===== src/hw/rtl/lzbd_pkg.sv =====
// ----------------------------------------------------------------------------
// lzbd_pkg: shared types and constants for the LZ back-reference decoder
// Result kinds, decoder phases, window and counter widths, and the
// structs passed between the controller, the history window and the
// result queue.
// ----------------------------------------------------------------------------
package lzbd_pkg;

  localparam int WIN_DEPTH = 4096;
  localparam int WIN_AW    = $clog2(WIN_DEPTH);
  localparam int CNT_W     = 24;

  // offset field widths: short mode 12 bits, long mode 11 bits
  localparam int SHORT_SHIFT = 4;
  localparam int LONG_SHIFT  = 3;

  localparam logic [4:0] SHORT_LEN_MASK = 5'h0F;
  localparam logic [4:0] LONG_LEN_MASK  = 5'h1F;
  localparam logic [5:0] MATCH_LEN_BIAS = 6'd2;

  localparam logic [3:0] RAW_BLOCK_LEN = 4'd8;
  localparam logic [3:0] FLAGS_PER_CTRL = 4'd8;

  localparam logic [1:0] KIND_DATA = 2'd0;
  localparam logic [1:0] KIND_OK   = 2'd1;
  localparam logic [1:0] KIND_BAD  = 2'd2;

  typedef enum logic [2:0] {
    PH_MODE,
    PH_CTRL,
    PH_RAW,
    PH_FLAG,
    PH_MLOW,
    PH_COPY,
    PH_DONE
  } phase_t;

  typedef struct packed {
    logic [1:0] kind;
    logic [7:0] data;
    logic       last;
  } result_t;

  typedef struct packed {
    logic              wr_en;
    logic [WIN_AW-1:0] wr_addr;
    logic [7:0]        wr_data;
    logic              rd_en;
    logic [WIN_AW-1:0] rd_addr;
  } win_req_t;

endpackage


===== src/hw/rtl/lzbd_out_queue.sv =====
// ----------------------------------------------------------------------------
// lzbd_out_queue: two-entry result queue
// Registered output stage with one spare slot, so the decoder can push
// one more result while the receiver stalls.
// ----------------------------------------------------------------------------
module lzbd_out_queue (
  input  logic              clk,
  input  logic              rst_n,
  input  logic              push,
  input  lzbd_pkg::result_t push_res,
  output logic [1:0]        count,
  output logic              pop,
  output logic              out_valid,
  input  logic              out_ready,
  output logic [1:0]        out_kind,
  output logic [7:0]        out_byte,
  output logic              out_last
);

  lzbd_pkg::result_t ent_r [2];
  logic              wr_ptr_r;
  logic              rd_ptr_r;
  logic [1:0]        cnt_r;
  logic [1:0]        cnt_nxt;

  assign out_valid = (cnt_r != 2'd0);
  assign pop       = out_valid && out_ready;
  assign count     = cnt_r;
  assign out_kind  = ent_r[rd_ptr_r].kind;
  assign out_byte  = ent_r[rd_ptr_r].data;
  assign out_last  = ent_r[rd_ptr_r].last;

  always_comb begin
    cnt_nxt = cnt_r + {1'b0, push} - {1'b0, pop};
  end

  always_ff @(posedge clk) begin
    if (push) begin
      ent_r[wr_ptr_r] <= push_res;
    end
    if (!rst_n) begin
      wr_ptr_r <= 1'b0;
      rd_ptr_r <= 1'b0;
      cnt_r    <= 2'd0;
    end else begin
      if (push) begin
        wr_ptr_r <= ~wr_ptr_r;
      end
      if (pop) begin
        rd_ptr_r <= ~rd_ptr_r;
      end
      cnt_r <= cnt_nxt;
    end
  end

endmodule


===== config.mk =====
export PLATFORM = sky130hd
export DESIGN_NAME = lzbd_out_queue
export DESIGN_NICKNAME = d
export VERILOG_FILES = /design/src/hw/rtl/lzbd_pkg.sv /design/src/hw/rtl/lzbd_out_queue.sv
export SDC_FILE = /design/constraint.sdc
export NUM_CORES = 1
export LEC_CHECK = 0
export BUFFER_PORTS_ARGS = -buffer_cell sky130_fd_sc_hd__buf_2
export CAP_MARGIN = 30
export CORE_MARGIN = 10
export CORE_UTILIZATION = 49
export DETAILED_ROUTE_END_ITERATION = 10
export PLACE_DENSITY_LB_ADDON = 0.1
export SYNTH_ARGS = -nofsm -noshare
export SYNTH_HDL_FRONTEND = slang
export SYNTH_SLANG_ARGS = --single-unit

===== constraint.sdc =====
create_clock -name clk -period 1.8 [get_ports clk]
set_input_delay 0.36 -clock clk [delete_from_list [all_inputs] [get_ports clk]]
set_output_delay 0.36 -clock clk [all_outputs]
set_load 0.01 [all_outputs]

==> impl_metrics.csv <==
group,metric,value,unit
run_status,status,"finished, final reports clean",
clocking,cts_sinks,27,
place,hpwl,1.36,mm
worst_setup_path,r2r_start,"count[1]$_SDFF_PN0_",
worst_setup_path,worstPathRequired,1.44,ns
yosys,netlist_area,0.00103,mm^2
clocking,cts_htree_levels,1,
pwr,power_density,1180,mW/mm^2
cells_and_area,fin_util,63.3,%
clocking,clk_pin_slew_worst_paths,0.13,ns
clocking,cts_buffers,3,
global_route,gr-usage-all-layers,8.08,%
global_route,antenna_found_initial,0,
global_route,grt_pass1_vias,625,
die,ios,30,
drt,drcViolationCount,0,
die,start_util,52.1,%
drt,drt_first_pass_iters,4,
global_route,grt_max_degree,16,
die,design.die.area,0.00435,mm^2
drt,vias,544,
sta,tightest_slew,0.506,ns
global_route,grt.overflow.total,0,
worst_setup_path,end_kind,"output port",
drt,ant_nets,0,
sta,rsz0062_at_grt,"false",
clocking,clock-root-buffer,"clkbuf_4",
drt,drt_wl_total,1.70,mm
yosys,synth_seq_cells,27,
yosys,postSynthAreaPerCell,18.5,um^2
clocking,post_cts_buffers,0,
die,coreArea,0.00198,mm^2
pwr,power,1.48,mW
run,drv_cap,0,
sta,post-route-min-period,1.68,ns
die,chipWidth,65.9,um
die,rows,16,
drt,first_iter_violations,9,
yosys,syn_inst,56,
pwr,p_leak,0.510,nW
clocking,postCtsResizedCells,0,
worst_setup_path,cp_cell_sequence,"buf_4 -> mux2_2 -> buf_2",
pwr,vdd_drop_max,0.000752,V
worst_setup_path,cp_slowest_cell,"mux2_2",
drt,drt-vias-per-instance,4.61,
place,place_congestion,0.716,
worst_setup_path,crit_fanout,11,
sta,final-setup-viol-count,0,
hold_path,min_from,"push_res[9]",
sta,post-route-period-util,93.6,%
global_route,grt_pass1_wl,2.78,mm
sta,tns,0,ns
cells_and_area,final_layout_size_suffix_gt1_share,54.9,%
place,io_buffers,29,
clocking,hold_buffers,0,
yosys,synth_warnings,0,
sta,timing.fmax,594,MHz
worst_setup_path,startpoint_type,"flop",
yosys,ys_types,16,
cells_and_area,fin_nets,109,
sta,slew_headroom,66.3,%
yosys,syn-num-nets,73,
sta,maxSlewViolCount,0,
worst_setup_path,setup.worst_path.class,"reg -> out",
sta,finClkSkew,0.00432,ns
worst_setup_path,slowest_delay,0.36,ns
cells_and_area,diodes,0,
hold_path,hold_class,"in -> reg",
clocking,cts_buffer_depth,2,
sta,finalHoldViolations,0,
yosys,ys_seq_area_share,73.6,%
drt,wl_per_cell,14.4,um
clocking,worstSkewPairLatency,0.31,ns
cells_and_area,syn_to_final_growth,21.4,%
worst_setup_path,worstPathArrival,1.32,ns
die,die_h,65.9,um
clocking,cts_tree,"yes",
layer usage:
metal / share of wire, % / global-route usage [%]
met5: 0 / 0
met4: 0 / 2.41
met3: 7.0 / 3.39
met2: 56 / 15.0
met1: 37 / 7.90
power breakdown:
part | leakage (nW) | total [mW] | switching [mW] | internal, mW
Sequential | 0.248 | 0.772 | 0.0314 | 0.741
Combinational | 0.245 | 0.468 | 0.214 | 0.254
Clock | 0.0177 | 0.242 | 0.159 | 0.0829
Total | 0.510 | 1.48 | 0.404 | 1.08
metrics by stage:
| stage | hold slack [ns] | area (um^2) | setup WS (ns) | instances |
|---|---|---|---|---|
| 2_1_floorplan | 0.452 | 1030 | 0.359 | 56 |
| 3_3_place_gp | 0.467 | 1230 | 0.374 | 114 |
| 3_5_place_dp | 0.486 | 1230 | 0.338 | 114 |
| 4_1_cts | 0.219 | 1250 | 0.102 | 118 |
| 5_1_grt | 0.211 | 1250 | 0.0337 | 118 |
| 6_report | 0.233 | 1250 | 0.115 | 118 |
synthesized netlist by cell type (all sizes together):
| library cell | n | share of area, % |
|---|---|---|
| edfxtp | 22 | 64 |
| mux2 | 11 | 12 |
| dfxtp | 5 | 9.7 |
| nor2b | 3 | 2.1 |
| and2 | 2 | 1.2 |
| ha | 2 | 2.4 |
| inv | 2 | 0.73 |
| mux2i | 2 | 1.9 |
| o21a | 2 | 1.6 |
| buf | 1 | 0.73 |
| nand2 | 1 | 0.36 |
| nand2b | 1 | 0.61 |
| or2 | 1 | 0.61 |
| xnor3 | 1 | 2.2 |
layout make-up:
cell class	instances	area, um^2
multi-input combinational	26	258
fill	150	727
sequential	27	761
clock buffer	3	22.5
timing repair buffer	32	168
clock inverter	1	5.00
tap	27	33.8
inverter	2	7.51
state kept, by name, indices dropped and copies added, names as in the netlist, named ones only:
name,count
ent_r,22
count,2
rd_ptr_r,1
wr_ptr_r,1
kinds of logic after synthesis:
group / Yosys count / synth area share (%)
xor+xnor: 1 / 2.18
flops: 27 / 73.6
simple gates: 8 / 4.84
mux: 13 / 13.9
buf+inv: 3 / 1.45
fa+ha+maj: 2 / 2.42
compound gates: 2 / 1.57
critical path: cells and delay by family (launching register included):
family,cells,cell delay (ns)
DFF,1,0.33
buffers and inverters,2,0.33
muxes,1,0.36
cell usage in the layout, fill, tap and decap left out:
cell	count
buf_2	29
edfxtp_1	22
mux2_2	11
dfxtp_1	5
clkbuf_4	3
buf_4	3
inv_1	2
and2_1	2
mux2i_1	2
nor2b_1	2
ha_1	2
o21a_2	1
nand2_1	1
nand2b_1	1
or2_2	1
o21a_1	1
xnor3_1	1
nor2b_2	1
clkinv_2	1
worst paths after layout:
| path | endpoint | slack, ns | cells after the start |
|---|---|---|---|
| max | out_byte[4] | 0.12 | 3 |
| min reg2reg | rd_ptr_r$_SDFFE_PN0P_ | 0.50 | 2 |
| min | ent_r[0][9]$_DFFE_PP_ | 0.23 | 1 |
| max reg2reg | count[1]$_SDFF_PN0_ | 0.34 | 6 |
Power figures use the tool's default switching activity.
