==> config.mk <==
export PLATFORM = sky130hd
export DESIGN_NAME = lzbd_ctrl
export DESIGN_NICKNAME = d
export VERILOG_FILES = /design/src/hw/rtl/lzbd_pkg.sv /design/src/hw/rtl/lzbd_ctrl.sv
export SDC_FILE = /design/constraint.sdc
export NUM_CORES = 1
export LEC_CHECK = 0
export BUFFER_PORTS_ARGS = -buffer_cell sky130_fd_sc_hd__buf_2
export CAP_MARGIN = 25
export CORE_ASPECT_RATIO = 0.5
export CORE_UTILIZATION = 54
export DETAILED_ROUTE_END_ITERATION = 6
export PLACE_DENSITY = 0.77
export SLEW_MARGIN = 20
export SYNTH_ARGS = -nofsm -noshare
export SYNTH_HDL_FRONTEND = slang
export SYNTH_SLANG_ARGS = --single-unit
==> constraint.sdc <==
create_clock -name clk -period 6.05 [get_ports clk]
set_input_delay 1.21 -clock clk [delete_from_list [all_inputs] [get_ports clk]]
set_output_delay 1.21 -clock clk [all_outputs]
set_load 0.005 [all_outputs]
==> src/hw/rtl/lzbd_pkg.sv <==
// ----------------------------------------------------------------------------
// lzbd_pkg: shared types and constants for the LZ back-reference decoder
// Result kinds, decoder phases, window and counter widths, and the
// structs passed between the controller, the history window and the
// result queue.
// ----------------------------------------------------------------------------
package lzbd_pkg;

  localparam int WIN_DEPTH = 4096;
  localparam int WIN_AW    = $clog2(WIN_DEPTH);
  localparam int CNT_W     = 24;

  // offset field widths: short mode 12 bits, long mode 11 bits
  localparam int SHORT_SHIFT = 4;
  localparam int LONG_SHIFT  = 3;

  localparam logic [4:0] SHORT_LEN_MASK = 5'h0F;
  localparam logic [4:0] LONG_LEN_MASK  = 5'h1F;
  localparam logic [5:0] MATCH_LEN_BIAS = 6'd2;

  localparam logic [3:0] RAW_BLOCK_LEN = 4'd8;
  localparam logic [3:0] FLAGS_PER_CTRL = 4'd8;

  localparam logic [1:0] KIND_DATA = 2'd0;
  localparam logic [1:0] KIND_OK   = 2'd1;
  localparam logic [1:0] KIND_BAD  = 2'd2;

  typedef enum logic [2:0] {
    PH_MODE,
    PH_CTRL,
    PH_RAW,
    PH_FLAG,
    PH_MLOW,
    PH_COPY,
    PH_DONE
  } phase_t;

  typedef struct packed {
    logic [1:0] kind;
    logic [7:0] data;
    logic       last;
  } result_t;

  typedef struct packed {
    logic              wr_en;
    logic [WIN_AW-1:0] wr_addr;
    logic [7:0]        wr_data;
    logic              rd_en;
    logic [WIN_AW-1:0] rd_addr;
  } win_req_t;

endpackage

==> src/hw/rtl/lzbd_ctrl.sv <==
// ----------------------------------------------------------------------------
// lzbd_ctrl: stream parser and copy sequencer
// Walks mode, control, raw, flag and match bytes, writes decoded bytes
// into the history window and runs back-reference copies one byte per
// cycle through the window's read port while the result queue has room.
// ----------------------------------------------------------------------------
module lzbd_ctrl (
  input  logic                       clk,
  input  logic                       rst_n,
  input  logic                       in_valid,
  output logic                       in_ready,
  input  logic [7:0]                 in_byte,
  input  logic [lzbd_pkg::CNT_W-1:0] out_length,
  input  logic [1:0]                 q_count,
  input  logic                       q_pop,
  output logic                       push,
  output lzbd_pkg::result_t          push_res,
  output lzbd_pkg::win_req_t         win_req,
  input  logic [7:0]                 win_rd_data
);

  localparam int CW = lzbd_pkg::CNT_W;
  localparam int AW = lzbd_pkg::WIN_AW;

  lzbd_pkg::phase_t phase_r, phase_nxt;
  logic             long_r, long_nxt;
  logic [7:0]       flag_bits_r, flag_bits_nxt;
  logic [3:0]       flags_left_r, flags_left_nxt;
  logic [3:0]       raw_left_r, raw_left_nxt;
  logic [7:0]       hi_r, hi_nxt;
  logic [CW-1:0]    produced_r, produced_nxt;
  logic [AW-1:0]    wp_r, wp_nxt;
  logic [AW-1:0]    src_r, src_nxt;
  logic [5:0]       copy_left_r, copy_left_nxt;
  logic             rd_v_r, rd_v_nxt;
  logic             rd_last_r, rd_last_nxt;

  logic [CW:0]      room_diff;
  logic [CW-1:0]    room;
  logic             accept;
  logic [2:0]       occ;
  logic [3:0]       flags_dec;
  logic [3:0]       raw_dec;
  logic [5:0]       match_len;
  logic [AW-1:0]    offset;
  logic [4:0]       len_mask;

  assign room_diff = {1'b0, out_length} - {1'b0, produced_r};
  assign room      = room_diff[CW] ? '0 : room_diff[CW-1:0];

  assign in_ready = (phase_r != lzbd_pkg::PH_COPY) && !rd_v_r && (q_count != 2'd2);
  assign accept   = in_valid && in_ready;

  // slots taken in the queue once the byte now in flight has landed
  assign occ = {1'b0, q_count} + {2'b0, rd_v_r} - {2'b0, q_pop};

  assign flags_dec = (flags_left_r != 4'd0) ? flags_left_r - 4'd1 : 4'd0;
  assign raw_dec   = (raw_left_r != 4'd0) ? raw_left_r - 4'd1 : 4'd0;

  assign len_mask  = long_r ? lzbd_pkg::LONG_LEN_MASK : lzbd_pkg::SHORT_LEN_MASK;
  assign match_len = {1'b0, hi_r[4:0] & len_mask} + lzbd_pkg::MATCH_LEN_BIAS;
  assign offset    = long_r ? {1'b0, hi_r[7:5], in_byte} : {hi_r[7:4], in_byte};

  always_comb begin
    phase_nxt      = phase_r;
    long_nxt       = long_r;
    flag_bits_nxt  = flag_bits_r;
    flags_left_nxt = flags_left_r;
    raw_left_nxt   = raw_left_r;
    hi_nxt         = hi_r;
    produced_nxt   = produced_r;
    wp_nxt         = wp_r;
    src_nxt        = src_r;
    copy_left_nxt  = copy_left_r;
    rd_v_nxt       = 1'b0;
    rd_last_nxt    = rd_last_r;
    push           = 1'b0;
    push_res       = '0;
    win_req        = '0;
    win_req.wr_addr = wp_r;
    win_req.rd_addr = src_r;

    // copied byte arriving from the window
    if (rd_v_r) begin
      push           = 1'b1;
      push_res.kind  = lzbd_pkg::KIND_DATA;
      push_res.data  = win_rd_data;
      push_res.last  = rd_last_r;
      win_req.wr_en   = 1'b1;
      win_req.wr_data = win_rd_data;
      wp_nxt         = wp_r + 1'b1;
      produced_nxt   = produced_r + 1'b1;
    end

    if (phase_r == lzbd_pkg::PH_COPY && occ <= 3'd1) begin
      win_req.rd_en = 1'b1;
      src_nxt       = src_r + 1'b1;
      copy_left_nxt = copy_left_r - 6'd1;
      rd_v_nxt      = 1'b1;
      rd_last_nxt   = (copy_left_r == 6'd1);
      if (copy_left_r == 6'd1) begin
        flag_bits_nxt  = {flag_bits_r[6:0], 1'b0};
        flags_left_nxt = flags_dec;
        phase_nxt      = (flags_dec == 4'd0) ? lzbd_pkg::PH_CTRL : lzbd_pkg::PH_FLAG;
      end
    end

    if (accept) begin
      unique case (phase_r)
        lzbd_pkg::PH_MODE: begin
          long_nxt  = (in_byte != 8'd0);
          phase_nxt = lzbd_pkg::PH_CTRL;
        end
        lzbd_pkg::PH_CTRL: begin
          if (in_byte == 8'd0) begin
            if (room < CW'(lzbd_pkg::RAW_BLOCK_LEN)) begin
              push          = 1'b1;
              push_res.kind = lzbd_pkg::KIND_BAD;
              push_res.last = 1'b1;
              phase_nxt     = lzbd_pkg::PH_DONE;
            end else begin
              raw_left_nxt = lzbd_pkg::RAW_BLOCK_LEN;
              phase_nxt    = lzbd_pkg::PH_RAW;
            end
          end else begin
            flag_bits_nxt  = in_byte;
            flags_left_nxt = lzbd_pkg::FLAGS_PER_CTRL;
            phase_nxt      = lzbd_pkg::PH_FLAG;
          end
        end
        lzbd_pkg::PH_RAW: begin
          push            = 1'b1;
          push_res.kind   = lzbd_pkg::KIND_DATA;
          push_res.data   = in_byte;
          push_res.last   = 1'b1;
          win_req.wr_en   = 1'b1;
          win_req.wr_data = in_byte;
          wp_nxt          = wp_r + 1'b1;
          produced_nxt    = produced_r + 1'b1;
          raw_left_nxt    = raw_dec;
          if (raw_dec == 4'd0) begin
            phase_nxt = lzbd_pkg::PH_CTRL;
          end
        end
        lzbd_pkg::PH_FLAG: begin
          if (!flag_bits_r[7]) begin
            if (room == '0) begin
              push          = 1'b1;
              push_res.kind = lzbd_pkg::KIND_BAD;
              push_res.last = 1'b1;
              phase_nxt     = lzbd_pkg::PH_DONE;
            end else begin
              push            = 1'b1;
              push_res.kind   = lzbd_pkg::KIND_DATA;
              push_res.data   = in_byte;
              push_res.last   = 1'b1;
              win_req.wr_en   = 1'b1;
              win_req.wr_data = in_byte;
              wp_nxt          = wp_r + 1'b1;
              produced_nxt    = produced_r + 1'b1;
              flag_bits_nxt   = {flag_bits_r[6:0], 1'b0};
              flags_left_nxt  = flags_dec;
              if (flags_dec == 4'd0) begin
                phase_nxt = lzbd_pkg::PH_CTRL;
              end
            end
          end else if (in_byte == 8'd0) begin
            // end marker
            push          = 1'b1;
            push_res.kind = (produced_r == out_length) ? lzbd_pkg::KIND_OK
                                                       : lzbd_pkg::KIND_BAD;
            push_res.last = 1'b1;
            phase_nxt     = lzbd_pkg::PH_DONE;
          end else begin
            hi_nxt    = in_byte;
            phase_nxt = lzbd_pkg::PH_MLOW;
          end
        end
        lzbd_pkg::PH_MLOW: begin
          if (offset == '0 || CW'(offset) > produced_r || CW'(match_len) > room) begin
            push          = 1'b1;
            push_res.kind = lzbd_pkg::KIND_BAD;
            push_res.last = 1'b1;
            phase_nxt     = lzbd_pkg::PH_DONE;
          end else begin
            src_nxt       = wp_r - offset;
            copy_left_nxt = match_len;
            phase_nxt     = lzbd_pkg::PH_COPY;
          end
        end
        lzbd_pkg::PH_COPY: begin
        end
        lzbd_pkg::PH_DONE: begin
        end
        default: begin
        end
      endcase
    end
  end

  always_ff @(posedge clk) begin
    hi_r        <= hi_nxt;
    src_r       <= src_nxt;
    rd_last_r   <= rd_last_nxt;
    if (!rst_n) begin
      phase_r      <= lzbd_pkg::PH_MODE;
      long_r       <= 1'b0;
      flag_bits_r  <= '0;
      flags_left_r <= '0;
      raw_left_r   <= '0;
      produced_r   <= '0;
      wp_r         <= '0;
      copy_left_r  <= '0;
      rd_v_r       <= 1'b0;
    end else begin
      phase_r      <= phase_nxt;
      long_r       <= long_nxt;
      flag_bits_r  <= flag_bits_nxt;
      flags_left_r <= flags_left_nxt;
      raw_left_r   <= raw_left_nxt;
      produced_r   <= produced_nxt;
      wp_r         <= wp_nxt;
      copy_left_r  <= copy_left_nxt;
      rd_v_r       <= rd_v_nxt;
    end
  end

endmodule

==> reports/qor.yml <==
run_status:
  run_status: "completed"
sta:
  timing.final.ws_setup_ns: 0.187
  report.final.hold_viol_count: 0
  layout_worst_path_cycle_share: 0.969
  setup_viol_count_final: 0
  worst_pin_slew_ns: 0.953
  clock.fmax_mhz: 171
  drv_slew: 0
  slew_headroom: 0.365
  clock-skew-final_ns: 0.00892
  time_the_worst_path_needs_with_i_o_delays_and_setup_ns: 5.86
critical_path:
  required_ns: 4.84
  critPathLaunchType: "primary input"
  arrival_ns: 4.65
  critical_path_class: "in -> out"
  end_kind: "output port"
  regToRegSetupSlack_ns: 1.37
  path_max_fanout: 4
logic_synthesis:
  synth_most_common_cell: "sky130_fd_sc_hd__nand2_1"
  yosys.area_share.simple: 0.252
  netlist-cell-type-count: 83
  synth-edff-count: 9
  synth.area.top_cells: "sky130_fd_sc_hd__dfxtp_1 19%, sky130_fd_sc_hd__ha_1 9.9%, sky130_fd_sc_hd__nand2_1 6.2%, sky130_fd_sc_hd__mux2i_1 5.5%, sky130_fd_sc_hd__a21oi_1 4.5%"
  synth_top_family_by_area: "simple AND/OR/NAND/NOR gates"
  synth_area_leader_cell: "sky130_fd_sc_hd__dfxtp_1"
  top_cells_by_instance_count_after_synthesis: "127 x sky130_fd_sc_hd__nand2_1, 77 x sky130_fd_sc_hd__nor2_1, 75 x sky130_fd_sc_hd__dfxtp_1, 70 x sky130_fd_sc_hd__a21oi_1, 66 x sky130_fd_sc_hd__inv_1"
  yosys.area_share.xor_xnor: 0.0556
  synth.ff_latch_count: 84
  synth_compound_area_frac: 0.235
  syn_area_per_cell_um2: 7.49
  synthArstFlopShare: 0
  yosysWarnings: 0
  synth_seq_area_share: 0.230
  post_synth_instance_area_mm2: 0.00771
  synth_fp_nets: 1140
  synth_top_flop_cell: "sky130_fd_sc_hd__dfxtp_1"
  post_synth_inst_count: 1030
  synthMuxAreaShare: 0.0560
  synthAdderAreaFrac: 0.107
  post-synth-top-area-fraction: 0.195
power_and_ir_drop:
  power.share.switching: 0.319
  power_frac_comb: 0.266
  vdd_ir_drop_max_mv: 0.0952
  p_seq_frac: 0.400
  p_leak_nw: 3.91
  p_clk_frac: 0.333
  power.internal_mw: 1.12
  power_per_cell_area_mw_per_mm2: 180
  switchingPower_uw: 525
grt:
  global_route.overflow_total: 0
  grt_start_max_net_pins: 54
  global_route_wire_length_before_repair_um: 39800
  groute.usage.overall: 0.347
  grt_antenna_before_repair: 0
  grt_pass1_vias: 7664
placement:
  gp_routability_congestion: 0.955
  placedCellCount: 1325
  dp.final_hpwl_um: 19400
  portBuffers: 92
  detailedPlace.worstSlack_ns: -0.214
floorplanning:
  initial_core_util: 0.561
  rows: 30
  floorplan.die.height_um: 86.5
  io_pins: 93
  design.core.area_mm2: 0.0137
  die-area_mm2: 0.0148
  die_w_um: 171
cells_and_area:
  area_overhead_of_the_layout_relative_to_synthesis_pct: 18.1
  insertedDiodeCount: 0
  finalNonFillerCells: 1343
  num-nets-final: 1256
  post_route_cells_drive_above_1_share: 0.188
clock_tree:
  cts.clk_slew.worst_paths_ns: 0.06
  number_of_buffers_between_clock_root_and_the_deepest_sink: 2
  clock_tree_from_tritoncts: "done"
  htree_levels: 3
  numCtsBuffers: 9
  cts_root_buf: "sky130_fd_sc_hd__clkbuf_16"
  cts.sink_count: 84
  clock_insertion_delay_worst_skew_ns: 0.35
routing:
  route.antenna.remaining_nets: 0
  vias: 8422
  routed_wl_um: 25200
  post_drt_wl_per_cell_um: 18.8
  drt-initial-drc-count: 789
  vias_per_cell: 6.27
  firstDrtPassIters: 6
  remaining_drc_errors: 0
worst_hold_path:
  min_path_type: "reg -> reg"
job:
  max_cap_viol_count: 0
[worst max-delay path, cell delays in order]
cell                        delay, ns
sky130_fd_sc_hd__buf_2           0.10
sky130_fd_sc_hd__ha_1            0.33
sky130_fd_sc_hd__a21oi_1         0.18
sky130_fd_sc_hd__o21ai_1         0.15
sky130_fd_sc_hd__a2111oi_2       0.36
sky130_fd_sc_hd__a21oi_2         0.12
sky130_fd_sc_hd__a221oi_2        0.29
sky130_fd_sc_hd__or2_4           0.17
sky130_fd_sc_hd__ha_4            0.19
sky130_fd_sc_hd__nor2b_1         0.13
sky130_fd_sc_hd__o21a_1          0.17
sky130_fd_sc_hd__o21a_1          0.16
sky130_fd_sc_hd__o21ai_1         0.13
sky130_fd_sc_hd__nand2b_1        0.07
sky130_fd_sc_hd__a21oi_1         0.14
sky130_fd_sc_hd__o21ai_1         0.09
sky130_fd_sc_hd__o21ai_2         0.13
sky130_fd_sc_hd__nand2_2         0.11
sky130_fd_sc_hd__a221o_1         0.30
sky130_fd_sc_hd__buf_2           0.12
[layout by cell type, fill, tap and decap left out, types with 12 or more instances in the layout]
| cell | count |
|---|---|
| sky130_fd_sc_hd__a21oi_1 | 65 |
| sky130_fd_sc_hd__o21ai_0 | 53 |
| sky130_fd_sc_hd__buf_2 | 92 |
| sky130_fd_sc_hd__a21o_1 | 17 |
| sky130_fd_sc_hd__buf_4 | 65 |
| sky130_fd_sc_hd__o31ai_1 | 14 |
| sky130_fd_sc_hd__nor2_1 | 76 |
| sky130_fd_sc_hd__nor3_1 | 26 |
| sky130_fd_sc_hd__inv_1 | 66 |
| sky130_fd_sc_hd__ha_1 | 57 |
| sky130_fd_sc_hd__mux2i_1 | 42 |
| sky130_fd_sc_hd__xor2_1 | 21 |
| sky130_fd_sc_hd__nor2b_1 | 13 |
| sky130_fd_sc_hd__nand3_1 | 39 |
| sky130_fd_sc_hd__nand4_1 | 25 |
| sky130_fd_sc_hd__nand2b_1 | 19 |
| sky130_fd_sc_hd__o22ai_1 | 13 |
| sky130_fd_sc_hd__xnor2_1 | 28 |
| sky130_fd_sc_hd__nand2_1 | 125 |
| sky130_fd_sc_hd__dfxtp_1 | 75 |
| sky130_fd_sc_hd__o21a_1 | 12 |
[power by group through the flow]
| stage | clock network [mW] | registers [mW] | logic, mW |
|---|---|---|---|
| 4_1_cts | 0.551 | 0.656 | 0.420 |
| 5_1_grt | 0.574 | 0.662 | 0.484 |
| 6_report | 0.548 | 0.658 | 0.437 |
| 2_1_floorplan | 0 | 0.658 | 0.262 |
| 3_3_place_gp | 0 | 0.663 | 0.405 |
| 3_5_place_dp | 0 | 0.668 | 0.413 |
[cells by family after synthesis]
| group | after synthesis |
|---|---|
| muxes | 43 |
| DFF | 84 |
| AOI/OAI and AO/OA | 274 |
| xor gates and xnor gates | 49 |
| buffers and inverters | 120 |
| adders and majority gates | 64 |
| and+or+nand+nor | 396 |
[worst paths after layout]
kind | from | end | depth (start not counted)
min reg2reg | raw_left_r[0] | raw_left_r[0] | 1
max | out_length[9] | push_res[0] | 20
max reg2reg | produced_r[2] | flag_bits_r[2] | 15
min | raw_left_r[0] | raw_left_r[0] | 1
[flip-flops by register name, summed over array words and instances (netlist names)]
register      flops
wp_r             12
produced_r       24
rd_last_r         1
copy_left_r       6
src_r            12
long_r            1
rd_v_r            1
flags_left_r      4
phase_r           3
raw_left_r        4
flag_bits_r       8
hi_r              8
[final cells by class]
cell class	instances	area [um^2]
clock buffer	11	233
clock inverter	5	53.8
fill	1213	4630
inverter	68	255
multi-input combinational	826	5610
sequential	84	1770
tap	192	240
timing repair buffer	157	948
[layer usage]
| layer | vias to the layer above | GRT usage | wire length [um] |
|---|---|---|---|
| met5 | - | 0 | 0 |
| met2 | 402 | 0.561 | 11300 |
| met3 | 44 | 0.0502 | 2280 |
| li1 | 3991 | - | - |
| met4 | 0 | 0.0974 | 506 |
| met1 | 3985 | 0.483 | 11100 |
[per-stage QoR]
stage          total power, mW  area, um^2  hold WS [ns]  utilization  setup TNS, ns
6_report                  1.64        9110         0.497        0.663              0
5_1_grt                   1.72        9110         0.519        0.663       -0.00616
4_1_cts                   1.63        8970         0.495        0.653              0
3_5_place_dp              1.08        8650         0.481        0.630         -0.494
3_3_place_gp              1.07        8650         0.457        0.630         -0.286
2_1_floorplan            0.920        7720         0.448            -              0
[timing repair]
action / in CTS / in global routing
hold buffers: 0 / 0
gates cloned: 0 / 0
endpoints found under the setup margin: 3 / 19
pin swaps: 2 / 10
buffers inserted: 1 / 1
resized for setup: 8 / 27
Power figures use the tool's default switching activity.
